**src/hw/rtl/wwvc_pkg.sv**
```systemverilog
// package for the weighted window vote classifier
// holds widths, register defaults, config indexes and controller/datapath command types
// no dependencies
`timescale 1ns / 1ps

package wwvc_pkg;

    localparam int DEPTH_DEF   = 10;
    localparam int SAMPLE_W    = 16;
    localparam int FRAC_W      = 16;
    localparam int FILL_W      = 4;

    localparam int IN_TDATA_W  = 2 * SAMPLE_W;
    // in_band, above, below, in_abs_band, moving_avg, avg_valid, fill_count
    localparam int OUT_USED_W  = 4 + SAMPLE_W + 1 + FILL_W;
    localparam int OUT_TDATA_W = ((OUT_USED_W + 7) / 8) * 8;

    localparam logic [FRAC_W-1:0] TOL_RST  = 16'd6554;
    localparam logic [FRAC_W-1:0] VOTE_RST = 16'd39322;
    localparam logic [FRAC_W:0]   ONE_Q16  = 17'h10000;
    localparam int                ABS_TOL  = 5;

    localparam int                 CFG_IDX_W = 2;
    localparam logic [CFG_IDX_W-1:0] CFG_TOL  = 2'd0;
    localparam logic [CFG_IDX_W-1:0] CFG_VOTE = 2'd1;

    typedef struct packed {
        logic load;    // latch the incoming word
        logic thr;     // form thresholds, read oldest entry
        logic upd;     // append sample, fix sum and count
        logic start;   // launch window walk and average divide
        logic finish;  // register the result word
    } t_dp_cmd;

    typedef struct packed {
        logic walk_done;
        logic div_done;
    } t_dp_sts;

endpackage

```
**src/hw/rtl/wwvc_div.sv**
```systemverilog
// restoring unsigned divider, one quotient bit per cycle
// depends on nothing; used by the datapath for the moving average
`timescale 1ns / 1ps

module wwvc_div #(
    parameter int DVD_W = 21,
    parameter int DVS_W = 4
) (
    input  logic             i_clk,
    input  logic             i_rst_n,
    input  logic             i_start,
    input  logic [DVD_W-1:0] i_dividend,
    input  logic [DVS_W-1:0] i_divisor,
    output logic             o_busy,
    output logic [DVD_W-1:0] o_quotient
);

    localparam int CW = $clog2(DVD_W + 1);
    localparam logic [CW-1:0] CNT_INIT = CW'(DVD_W);

    logic             r_busy;
    logic [CW-1:0]    r_cnt;
    logic [DVS_W-1:0] r_rem;
    logic [DVD_W-1:0] r_quo;
    logic [DVS_W-1:0] r_dvs;

    logic [DVS_W:0]   w_trial;
    logic [DVS_W:0]   w_diff;
    logic             w_ge;
    logic [DVS_W:0]   w_next_rem;

    assign w_trial    = {r_rem, r_quo[DVD_W-1]};
    assign w_diff     = w_trial - {1'b0, r_dvs};
    assign w_ge       = (w_trial >= {1'b0, r_dvs});
    assign w_next_rem = w_ge ? w_diff : w_trial;

    always_ff @(posedge i_clk) begin
        if (!i_rst_n) begin
            r_busy <= 1'b0;
            r_cnt  <= '0;
        end else if (i_start) begin
            r_busy <= 1'b1;
            r_cnt  <= CNT_INIT;
        end else if (r_busy) begin
            r_cnt <= r_cnt - CW'(1);
            if (r_cnt == CW'(1)) begin
                r_busy <= 1'b0;
            end
        end
    end

    always_ff @(posedge i_clk) begin
        if (i_start) begin
            r_rem <= '0;
            r_quo <= i_dividend;
            r_dvs <= i_divisor;
        end else if (r_busy) begin
            r_rem <= w_next_rem[DVS_W-1:0];
            r_quo <= {r_quo[DVD_W-2:0], w_ge};
        end
    end

    assign o_busy     = r_busy;
    assign o_quotient = r_quo;

endmodule

```
**src/hw/rtl/wwvc_dp.sv**
```systemverilog
// datapath: circular sample store, running sum, thresholds, vote walk, average divide
// depends on wwvc_pkg and wwvc_div
`timescale 1ns / 1ps

module wwvc_dp import wwvc_pkg::*; #(
    parameter int DEPTH = DEPTH_DEF
) (
    input  logic                   i_clk,
    input  logic                   i_rst_n,
    input  t_dp_cmd                i_cmd,
    output t_dp_sts                o_sts,
    input  logic                   i_cfg_we,
    input  logic [CFG_IDX_W-1:0]   i_cfg_index,
    input  logic [FRAC_W-1:0]      i_cfg_data,
    input  logic                   i_req_type,
    input  logic [SAMPLE_W-1:0]    i_sample,
    input  logic [SAMPLE_W-1:0]    i_target,
    output logic [OUT_TDATA_W-1:0] o_out_tdata
);

    localparam int AW      = $clog2(DEPTH);
    localparam int CNT_W   = $clog2(DEPTH + 1);
    localparam int SUM_W   = SAMPLE_W + CNT_W;
    localparam int TOTAL_W = DEPTH * (DEPTH + 1) / 2;
    localparam int VW      = $clog2(TOTAL_W + 1);
    localparam int THR_W   = SAMPLE_W + FRAC_W + 2;
    localparam int VTH_W   = FRAC_W + VW;
    localparam int ATH_W   = FRAC_W + CNT_W;

    localparam logic [AW:0]      DEPTH_A = (AW + 1)'(DEPTH);
    localparam logic [CNT_W-1:0] DEPTH_C = CNT_W'(DEPTH);
    localparam logic [AW-1:0]    LAST_A  = AW'(DEPTH - 1);
    localparam logic [VW-1:0]    TOTAL_V = VW'(TOTAL_W);

    // item registers
    logic                       r_req;
    logic signed [SAMPLE_W-1:0] r_sample;
    logic signed [SAMPLE_W-1:0] r_target;

    // configuration
    logic [FRAC_W-1:0] r_tol;
    logic [FRAC_W-1:0] r_vote;

    // window state
    logic signed [SAMPLE_W-1:0] r_mem [DEPTH];
    logic signed [SAMPLE_W-1:0] r_mem_q;
    logic [CNT_W-1:0]           r_count;
    logic signed [SUM_W-1:0]    r_sum;
    logic [AW-1:0]              r_head;

    // thresholds
    logic signed [THR_W-1:0] r_upper;
    logic signed [THR_W-1:0] r_lower;
    logic [VTH_W-1:0]        r_vthr;
    logic [ATH_W-1:0]        r_athr;

    // walk
    logic             r_walk_act;
    logic [AW-1:0]    r_idx;
    logic             r_pipe_v;
    logic [CNT_W-1:0] r_pipe_w;
    logic [VW-1:0]    r_votes_in;
    logic [VW-1:0]    r_votes_hi;
    logic [VW-1:0]    r_votes_lo;
    logic [CNT_W-1:0] r_abs_cnt;

    logic                   r_neg;
    logic [OUT_TDATA_W-1:0] r_out_tdata;

    logic                    w_full;
    logic [AW:0]             w_rd_sum;
    logic [AW:0]             w_rd_wrap;
    logic [AW-1:0]           w_rd_addr;
    logic [AW-1:0]           w_wr_addr;
    logic                    w_mem_we;
    logic [FRAC_W:0]         w_tol_hi;
    logic [FRAC_W:0]         w_tol_lo;
    logic signed [THR_W-1:0] w_sx;
    logic signed [SAMPLE_W:0] w_d;
    logic                    w_le_up;
    logic                    w_ge_lo;
    logic [SUM_W-1:0]        w_sum_mag;
    logic                    w_div_busy;
    logic [SUM_W-1:0]        w_quo;
    logic signed [SUM_W-1:0] w_avg_s;
    logic [SAMPLE_W-1:0]     w_avg;
    logic                    w_avg_valid;
    logic                    w_in;
    logic                    w_hi;
    logic                    w_lo;
    logic                    w_abs;
    logic [FILL_W-1:0]       w_fill;

    assign w_full = (r_count == DEPTH_C);

    // oldest entry sits at r_head; position i lives at head+i modulo depth
    assign w_rd_sum  = {1'b0, r_head} + {1'b0, (i_cmd.thr ? '0 : r_idx)};
    assign w_rd_wrap = w_rd_sum - DEPTH_A;
    assign w_rd_addr = (w_rd_sum >= DEPTH_A) ? w_rd_wrap[AW-1:0] : w_rd_sum[AW-1:0];
    // head stays at zero until the store is full
    assign w_wr_addr = w_full ? r_head : r_count[AW-1:0];
    assign w_mem_we  = i_cmd.upd && !r_req;

    always_ff @(posedge i_clk) begin
        if (w_mem_we) begin
            r_mem[w_wr_addr] <= r_sample;
        end
        r_mem_q <= r_mem[w_rd_addr];
    end

    always_ff @(posedge i_clk) begin
        if (!i_rst_n) begin
            r_tol  <= TOL_RST;
            r_vote <= VOTE_RST;
        end else if (i_cfg_we) begin
            case (i_cfg_index)
                CFG_TOL:  r_tol  <= i_cfg_data;
                CFG_VOTE: r_vote <= i_cfg_data;
                default: ;
            endcase
        end
    end

    always_ff @(posedge i_clk) begin
        if (i_cmd.load) begin
            r_req    <= i_req_type;
            r_sample <= $signed(i_sample);
            r_target <= $signed(i_target);
        end
    end

    // thresholds scaled by 2^16
    assign w_tol_hi = ONE_Q16 + {1'b0, r_tol};
    assign w_tol_lo = ONE_Q16 - {1'b0, r_tol};

    always_ff @(posedge i_clk) begin
        if (i_cmd.thr) begin
            r_upper <= THR_W'(r_target) * $signed(THR_W'(w_tol_hi));
            r_lower <= THR_W'(r_target) * $signed(THR_W'(w_tol_lo));
            r_vthr  <= VTH_W'(r_vote) * VTH_W'(TOTAL_V);
            r_athr  <= ATH_W'(r_vote) * ATH_W'(DEPTH_C);
        end
    end

    always_ff @(posedge i_clk) begin
        if (!i_rst_n) begin
            r_count <= '0;
            r_sum   <= '0;
            r_head  <= '0;
        end else if (w_mem_we) begin
            if (w_full) begin
                r_sum  <= r_sum - SUM_W'(r_mem_q) + SUM_W'(r_sample);
                r_head <= (r_head == LAST_A) ? '0 : r_head + AW'(1);
            end else begin
                r_sum   <= r_sum + SUM_W'(r_sample);
                r_count <= r_count + CNT_W'(1);
            end
        end
    end

    // two-stage walk: address issue, then compare on the registered read word
    assign w_sx    = THR_W'($signed({r_mem_q, {FRAC_W{1'b0}}}));
    assign w_d     = (SAMPLE_W + 1)'(r_mem_q) - (SAMPLE_W + 1)'(r_target);
    assign w_le_up = (w_sx <= r_upper);
    assign w_ge_lo = (w_sx >= r_lower);

    always_ff @(posedge i_clk) begin
        if (!i_rst_n) begin
            r_walk_act <= 1'b0;
            r_pipe_v   <= 1'b0;
        end else if (i_cmd.start) begin
            r_walk_act <= (r_count != '0);
            r_pipe_v   <= 1'b0;
        end else begin
            r_pipe_v <= r_walk_act;
            if (r_walk_act && (CNT_W'(r_idx) + CNT_W'(1) == r_count)) begin
                r_walk_act <= 1'b0;
            end
        end
    end

    always_ff @(posedge i_clk) begin
        if (i_cmd.start) begin
            r_idx      <= '0;
            r_votes_in <= '0;
            r_votes_hi <= '0;
            r_votes_lo <= '0;
            r_abs_cnt  <= '0;
        end else begin
            if (r_walk_act) begin
                r_idx    <= r_idx + AW'(1);
                r_pipe_w <= CNT_W'(r_idx) + CNT_W'(1);
            end
            if (r_pipe_v) begin
                if (w_le_up && w_ge_lo) begin
                    r_votes_in <= r_votes_in + VW'(r_pipe_w);
                end
                if (!w_le_up || (w_sx == r_upper)) begin
                    r_votes_hi <= r_votes_hi + VW'(r_pipe_w);
                end
                if (!w_ge_lo || (w_sx == r_lower)) begin
                    r_votes_lo <= r_votes_lo + VW'(r_pipe_w);
                end
                if ((w_d <= (SAMPLE_W + 1)'(ABS_TOL)) && (w_d >= -(SAMPLE_W + 1)'(ABS_TOL))) begin
                    r_abs_cnt <= r_abs_cnt + CNT_W'(1);
                end
            end
        end
    end

    // average on magnitudes so the quotient truncates toward zero
    assign w_sum_mag = r_sum[SUM_W-1] ? SUM_W'(-r_sum) : SUM_W'(r_sum);

    always_ff @(posedge i_clk) begin
        if (i_cmd.start) begin
            r_neg <= r_sum[SUM_W-1];
        end
    end

    wwvc_div #(
        .DVD_W (SUM_W),
        .DVS_W (CNT_W)
    ) u_div (
        .i_clk      (i_clk),
        .i_rst_n    (i_rst_n),
        .i_start    (i_cmd.start),
        .i_dividend (w_sum_mag),
        .i_divisor  (r_count),
        .o_busy     (w_div_busy),
        .o_quotient (w_quo)
    );

    assign w_avg_s     = r_neg ? -$signed(w_quo) : $signed(w_quo);
    assign w_avg_valid = (r_count != '0);
    assign w_avg       = w_avg_valid ? w_avg_s[SAMPLE_W-1:0] : '0;
    assign w_in        = ({r_votes_in, {FRAC_W{1'b0}}} > r_vthr);
    assign w_hi        = ({r_votes_hi, {FRAC_W{1'b0}}} > r_vthr);
    assign w_lo        = ({r_votes_lo, {FRAC_W{1'b0}}} > r_vthr);
    assign w_abs       = ({r_abs_cnt, {FRAC_W{1'b0}}} > r_athr);
    assign w_fill      = FILL_W'(r_count);

    always_ff @(posedge i_clk) begin
        if (i_cmd.finish) begin
            r_out_tdata <= {{(OUT_TDATA_W - OUT_USED_W){1'b0}}, w_fill, w_avg_valid, w_avg,
                            w_abs, w_lo, w_hi, w_in};
        end
    end

    assign o_out_tdata     = r_out_tdata;
    assign o_sts.walk_done = !r_walk_act && !r_pipe_v;
    assign o_sts.div_done  = !w_div_busy;

    a_count_max: assert property (@(posedge i_clk) disable iff (!i_rst_n)
        r_count <= DEPTH_C)
        else $error("fill count beyond window depth");

    a_head_full: assert property (@(posedge i_clk) disable iff (!i_rst_n)
        (r_head != '0) |-> w_full)
        else $error("store rotated before it was full");

    a_pipe_src: assert property (@(posedge i_clk) disable iff (!i_rst_n)
        r_pipe_v |-> $past(r_walk_act))
        else $error("compare stage valid without a read issued");

endmodule

```
**src/hw/rtl/wwvc_ctrl.sv**
```systemverilog
// controller: sequences one word through thresholds, append, walk/divide and result
// depends on wwvc_pkg
`timescale 1ns / 1ps

module wwvc_ctrl import wwvc_pkg::*; (
    input  logic    i_clk,
    input  logic    i_rst_n,
    input  logic    i_in_valid,
    output logic    o_in_ready,
    output logic    o_out_valid,
    input  logic    i_out_ready,
    output t_dp_cmd o_cmd,
    input  t_dp_sts i_sts
);

    typedef enum logic [2:0] {
        S_IDLE,
        S_THR,
        S_UPD,
        S_STRT,
        S_RUN,
        S_FIN
    } t_state;

    t_state r_state;
    logic   r_out_valid;
    logic   w_out_free;

    assign w_out_free = !r_out_valid || i_out_ready;

    assign o_in_ready   = (r_state == S_IDLE);
    assign o_cmd.load   = (r_state == S_IDLE) && i_in_valid;
    assign o_cmd.thr    = (r_state == S_THR);
    assign o_cmd.upd    = (r_state == S_UPD);
    assign o_cmd.start  = (r_state == S_STRT);
    assign o_cmd.finish = (r_state == S_FIN) && w_out_free;
    assign o_out_valid  = r_out_valid;

    always_ff @(posedge i_clk) begin
        if (!i_rst_n) begin
            r_state     <= S_IDLE;
            r_out_valid <= 1'b0;
        end else begin
            if (o_cmd.finish) begin
                r_out_valid <= 1'b1;
            end else if (i_out_ready) begin
                r_out_valid <= 1'b0;
            end
            case (r_state)
                S_IDLE: begin
                    if (i_in_valid) begin
                        r_state <= S_THR;
                    end
                end
                S_THR:  r_state <= S_UPD;
                S_UPD:  r_state <= S_STRT;
                S_STRT: r_state <= S_RUN;
                S_RUN: begin
                    if (i_sts.walk_done && i_sts.div_done) begin
                        r_state <= S_FIN;
                    end
                end
                S_FIN: begin
                    if (w_out_free) begin
                        r_state <= S_IDLE;
                    end
                end
                default: r_state <= S_IDLE;
            endcase
        end
    end

endmodule

```
**src/hw/rtl/weighted_window_vote_classifier.sv**
```systemverilog
// one word at a time: a new word is accepted only in idle, after the last result is registered
// the bit-serial divider for the average and the window walk (one store read per cycle) run side
// by side, and the controller waits for both before it registers the result
// a result waits in the output register while the next word is accepted
// synchronous active-low reset empties the window and loads register defaults; no clearing pass
`timescale 1ns / 1ps

module weighted_window_vote_classifier import wwvc_pkg::*; #(
    parameter int DEPTH = DEPTH_DEF
) (
    input  logic                   i_clk,
    input  logic                   i_rst_n,
    input  logic                   s_axis_tvalid,
    output logic                   s_axis_tready,
    // [15:0] sample, [31:16] target
    input  logic [IN_TDATA_W-1:0]  s_axis_tdata,
    // [0] req_type
    input  logic                   s_axis_tuser,
    output logic                   m_axis_tvalid,
    input  logic                   m_axis_tready,
    // [0] in_band, [1] above, [2] below, [3] in_abs_band, [19:4] moving_avg,
    // [20] avg_valid, [24:21] fill_count, rest zero
    output logic [OUT_TDATA_W-1:0] m_axis_tdata,
    input  logic                   i_cfg_valid,
    output logic                   o_cfg_ready,
    input  logic [CFG_IDX_W-1:0]   i_cfg_index,
    input  logic [FRAC_W-1:0]      i_cfg_data
);

    t_dp_cmd w_cmd;
    t_dp_sts w_sts;

    assign o_cfg_ready = 1'b1;

    wwvc_ctrl u_ctrl (
        .i_clk       (i_clk),
        .i_rst_n     (i_rst_n),
        .i_in_valid  (s_axis_tvalid),
        .o_in_ready  (s_axis_tready),
        .o_out_valid (m_axis_tvalid),
        .i_out_ready (m_axis_tready),
        .o_cmd       (w_cmd),
        .i_sts       (w_sts)
    );

    wwvc_dp #(
        .DEPTH (DEPTH)
    ) u_dp (
        .i_clk       (i_clk),
        .i_rst_n     (i_rst_n),
        .i_cmd       (w_cmd),
        .o_sts       (w_sts),
        .i_cfg_we    (i_cfg_valid),
        .i_cfg_index (i_cfg_index),
        .i_cfg_data  (i_cfg_data),
        .i_req_type  (s_axis_tuser),
        .i_sample    (s_axis_tdata[SAMPLE_W-1:0]),
        .i_target    (s_axis_tdata[IN_TDATA_W-1:SAMPLE_W]),
        .o_out_tdata (m_axis_tdata)
    );

endmodule

```
**config.mk**
```make
export PLATFORM = sky130hd
export DESIGN_NAME = weighted_window_vote_classifier
export DESIGN_NICKNAME = d
export VERILOG_FILES = /design/src/hw/rtl/wwvc_pkg.sv /design/src/hw/rtl/wwvc_div.sv /design/src/hw/rtl/wwvc_dp.sv /design/src/hw/rtl/wwvc_ctrl.sv /design/src/hw/rtl/weighted_window_vote_classifier.sv
export SDC_FILE = /design/constraint.sdc
export NUM_CORES = 2
export LEC_CHECK = 0
export BUFFER_PORTS_ARGS = -buffer_cell sky130_fd_sc_hd__buf_2
export CAP_MARGIN = 20
export CORE_UTILIZATION = 55
export DETAILED_ROUTE_END_ITERATION = 8
export PLACE_DENSITY = 0.74
export SKIP_LAST_GASP = 1
export SLEW_MARGIN = 0
export SYNTH_ARGS = -nofsm -noshare
export SYNTH_HDL_FRONTEND = slang
export SYNTH_SLANG_ARGS = --single-unit
```
**constraint.sdc**
```tcl
create_clock -name i_clk -period 11.1 [get_ports i_clk]
set_input_delay 2.22 -clock i_clk [delete_from_list [all_inputs] [get_ports i_clk]]
set_output_delay 2.22 -clock i_clk [all_outputs]
set_load 0.02 [all_outputs]
```
==> flow_summary.ini <==
[timing]
min_period_ns = 8.54
setup_viol = 0
fin_tns_setup_ns = 0
slew_viol_final = 0
finClkSkew_ns = 0.0225
hold_viol = 0
slew_headroom_pct = 23.2
fmax_ghz = 0.117
fin_crit_sh_pct = 77.0
grt_setup_unrepaired = false
tightest_slew_ns = 1.15

[flow_run]
max_cap_violations = 0

[layout]
antenna_cells = 0
nets = 5476
area_growth_pct = 8.15
final_cell_area_um2 = 48100
drive_above_1_share_pct = 7.01
fillers = 6469

[clock_tree]
cts_resized = 0
path_clk_slew_ns = 0.07
cts_buffer_depth = 3
cts-hold-fix-buffers = 0
cts_inserted_buffers = 54
cts_sinks = 472
cts_tree = built
cts_htree_levels = 2
worstSkewPairLatency_ns = 0.62
root_buffer = clkbuf_16
post-cts-setup-buffer-count = 0

[worst_setup_path]
critPathKind = flip-flop to flip-flop
worstPathRequired_ns = 11.47
slowest_delay_ns = 0.56
end_kind = flip-flop
worst_path_most_repeated_cell = inv_1
critPathMaxFanout = 20
critPathLaunchType = flip-flop
cpMaxStageDelayCell = dfxtp_1
cp_data_arrival_time_ns = 8.91

[floorplanning]
core-area_um2 = 79500
rows = 103
die_h_um = 286
die_area_um2 = 82000
die_x_um = 286
start_util_pct = 55.9
io_pins = 91

[power]
leakagePower_nw = 22.0
pwr-share-clk_pct = 12.6
vdd_ir_drop_max_mv = 0.609
seq_power_share_pct = 18.3
power.switching_fraction_pct = 47.1
comb_power_share_pct = 69.1
power_mw = 15.2
power_density_nw_per_um2 = 316
internal_power_mw = 8.03
switching_power_mw = 7.17

[routing]
drtPass1Iterations = 5
vias = 31700
top_layer = met4
wl_met1_mm = 46.7
drtIter0Drc = 2587
wl_mm = 108
drtAntennaViolNets = 0
wl_met3_mm = 8.87
vias_per_cell = 5.69
drc_errors = 0
dr_wl_met2_mm = 49.3
wl_per_cell_um = 19.4

[global_route]
antenna_found_initial = 0
gr-total-overflow = 0
grt_usage_pct = 26.7
grt_max_degree = 74
grt_pass1_vias = 31700
grt_pass1_wl_mm = 171

[yosys]
synth_area_um2 = 44500
synth.distinct_cells = 90
synth_async_sr_flop_share_pct = 0
avgSynthCellArea_um2 = 10.0
synth-edff-count = 354
ys_warn_count = 0
ys_ff_latch = 472
ys_seq_area_share_pct = 29.2
synthFlopType = edfxtp_1
syn_inst = 4433

[place]
place.gp.congestion = 0.933
io_buffers = 82
dpl_cell_area_um2 = 46100
place_hpwl_mm = 79.8

[run_status]
status = finished, final reports clean

[worst_hold_path]
min_path_type = flip-flop to flip-flop
==> power by group through the flow <==
stage	combinational (mW)	clock [mW]	sequential, mW
global route	11.7	2.02	2.80
global placement	10.1	0	2.81
detailed placement	10.3	0	2.82
floorplan	7.82	0	2.73
finish	10.5	1.92	2.78
CTS	10.4	1.95	2.78
==> final timing paths <==
| check | start | endpoint | slack, ns | cells past startpoint |
|---|---|---|---|---|
| setup / recovery | u_dp.r_tol[2] | u_dp.r_lower[30] | 2.56 | 29 |
| hold / removal | u_dp.u_div.r_rem[3] | u_dp.u_div.r_rem[3] | 0.48 | 2 |
| setup reg to reg | u_dp.r_tol[2] | u_dp.r_lower[30] | 2.56 | 29 |
| hold reg to reg | u_dp.u_div.r_rem[3] | u_dp.u_div.r_rem[3] | 0.48 | 2 |
==> per-layer routing <==
metal,vias to the layer above,track usage (%)
met5,-,0
met3,185,4.08
met4,0,7.85
met1,15700,37.9
met2,1142,42.5
li1,14700,-
==> critical path: cells and delay by family (launching register included) <==
family,cells,cell delay [ns]
flops,1,0.56
compound gates,7,1.45
fa+ha+maj,7,3.39
simple gates,5,1.88
buf+inv,8,0.75
xor+xnor,2,0.25
==> kinds of logic (layout without fill, tap and decap cells) <==
group | after synthesis | count (layout) | synth area share, %
buffers and inverters | 931 | 1011 | 7.94
xor gates and xnor gates | 196 | 196 | 3.86
and+or+nand+nor | 1236 | 1236 | 13.4
muxes | 52 | 52 | 2.08
AOI/OAI and AO/OA | 597 | 597 | 8.73
other | 2 | 8 | 0.0169
DFF | 472 | 472 | 29.2
adders and majority gates | 947 | 947 | 34.8
==> area by class of cell <==
| cell class | instances | area, um2 | area share, % |
|---|---|---|---|
| Tap cell | 1050 | 1310 | 2.73 |
| Timing Repair Buffer | 142 | 861 | 1.79 |
| Sequential cell | 472 | 13000 | 27.0 |
| Clock inverter | 28 | 393 | 0.817 |
| Inverter | 767 | 2880 | 5.99 |
| Clock buffer | 74 | 1570 | 3.26 |
| Multi-Input combinational cell | 3036 | 28100 | 58.4 |
==> per-stage QoR <==
stage                     utilization [%]  setup slack [ns]  instances  hold WS (ns)
final                                60.5              2.56       5569         0.481
after global routing                 60.5              2.06       5569         0.515
after CTS                            60.5              2.59       5569         0.486
after detailed placement             58.0              2.62       5467         0.473
after global placement               58.0              2.81       5467         0.466
after floorplan                         -              3.21       4439         0.424
==> cells in the final DEF (no fill, tap or decap), types with 10 or more instances in the layout <==
cell,instances
buf_4,60
fa_1,484
ha_1,462
o211ai_1,23
dfxtp_1,118
inv_1,764
nor2b_1,46
and3_1,17
nor4_1,18
clkbuf_1,11
nand2b_1,45
or3_1,25
or2_2,10
o21bai_1,10
xor2_1,58
mux4_2,32
o21ai_0,104
a21o_1,72
or4_1,11
nand3_1,55
a31oi_1,22
o22ai_1,24
o21a_1,24
nor3_1,47
buf_2,82
nand4_1,25
nand2_1,487
edfxtp_1,354
o31ai_1,16
and2_1,187
a21oi_1,172
a211oi_1,50
xnor2_1,128
clkbuf_16,59
mux2i_1,19
nor2_1,220
==> cell usage after synthesis (all sizes together) (5+ instances only) <==
cell type  number  share of area, %
nor4b           6              0.12
mux2i          19              0.43
and2          188               2.6
and3           17              0.24
o211ai         23              0.39
nand2b         45              0.63
nor2          221               1.9
dfxtp         118               5.3
buf            22              0.26
nor2b          46              0.65
a21boi          6              0.10
or3            25              0.35
mux4           32               1.6
nand3          55              0.62
fa            484                22
nor4           20              0.31
edfxtp        354                24
or4            12              0.21
a211o           8              0.16
a21oi         173               2.0
nor3           48              0.55
o21ai         109               1.2
o41ai           9              0.21
o31ai          19              0.37
o22ai          25              0.37
xor2           61               1.2
o21bai         10              0.17
xnor2         135               2.7
nand2         487               4.1
ha            463                13
inv           765               6.5
nand4          25              0.35
o31a            5             0.098
a21o           72               1.2
or2            10              0.14
a31oi          22              0.31
clkbuf        142               1.2
o21a           24              0.41
nor3b          10              0.17
nand3b          9              0.15
a211oi         51              0.87
==> registers in the layout, indices dropped and copies added (netlist names), 5 cells and up <==
register,cells
u_dp.o_out_tdata,25
u_dp.r_votes_hi,6
u_dp.r_tol,16
u_dp.r_upper,33
u_dp.r_votes_lo,6
u_dp.u_div.r_cnt,5
u_dp.r_vthr,22
u_dp.r_athr,18
u_dp.r_target,16
u_dp.r_sample,16
u_dp.u_div.o_quotient,20
u_dp.r_sum,20
u_dp.r_vote,16
u_dp.r_votes_in,6
u_dp.r_mem_q,16
u_dp.r_lower,34
u_dp.r_mem,160
No activity file was read; power rests on OpenSTA's default activity.
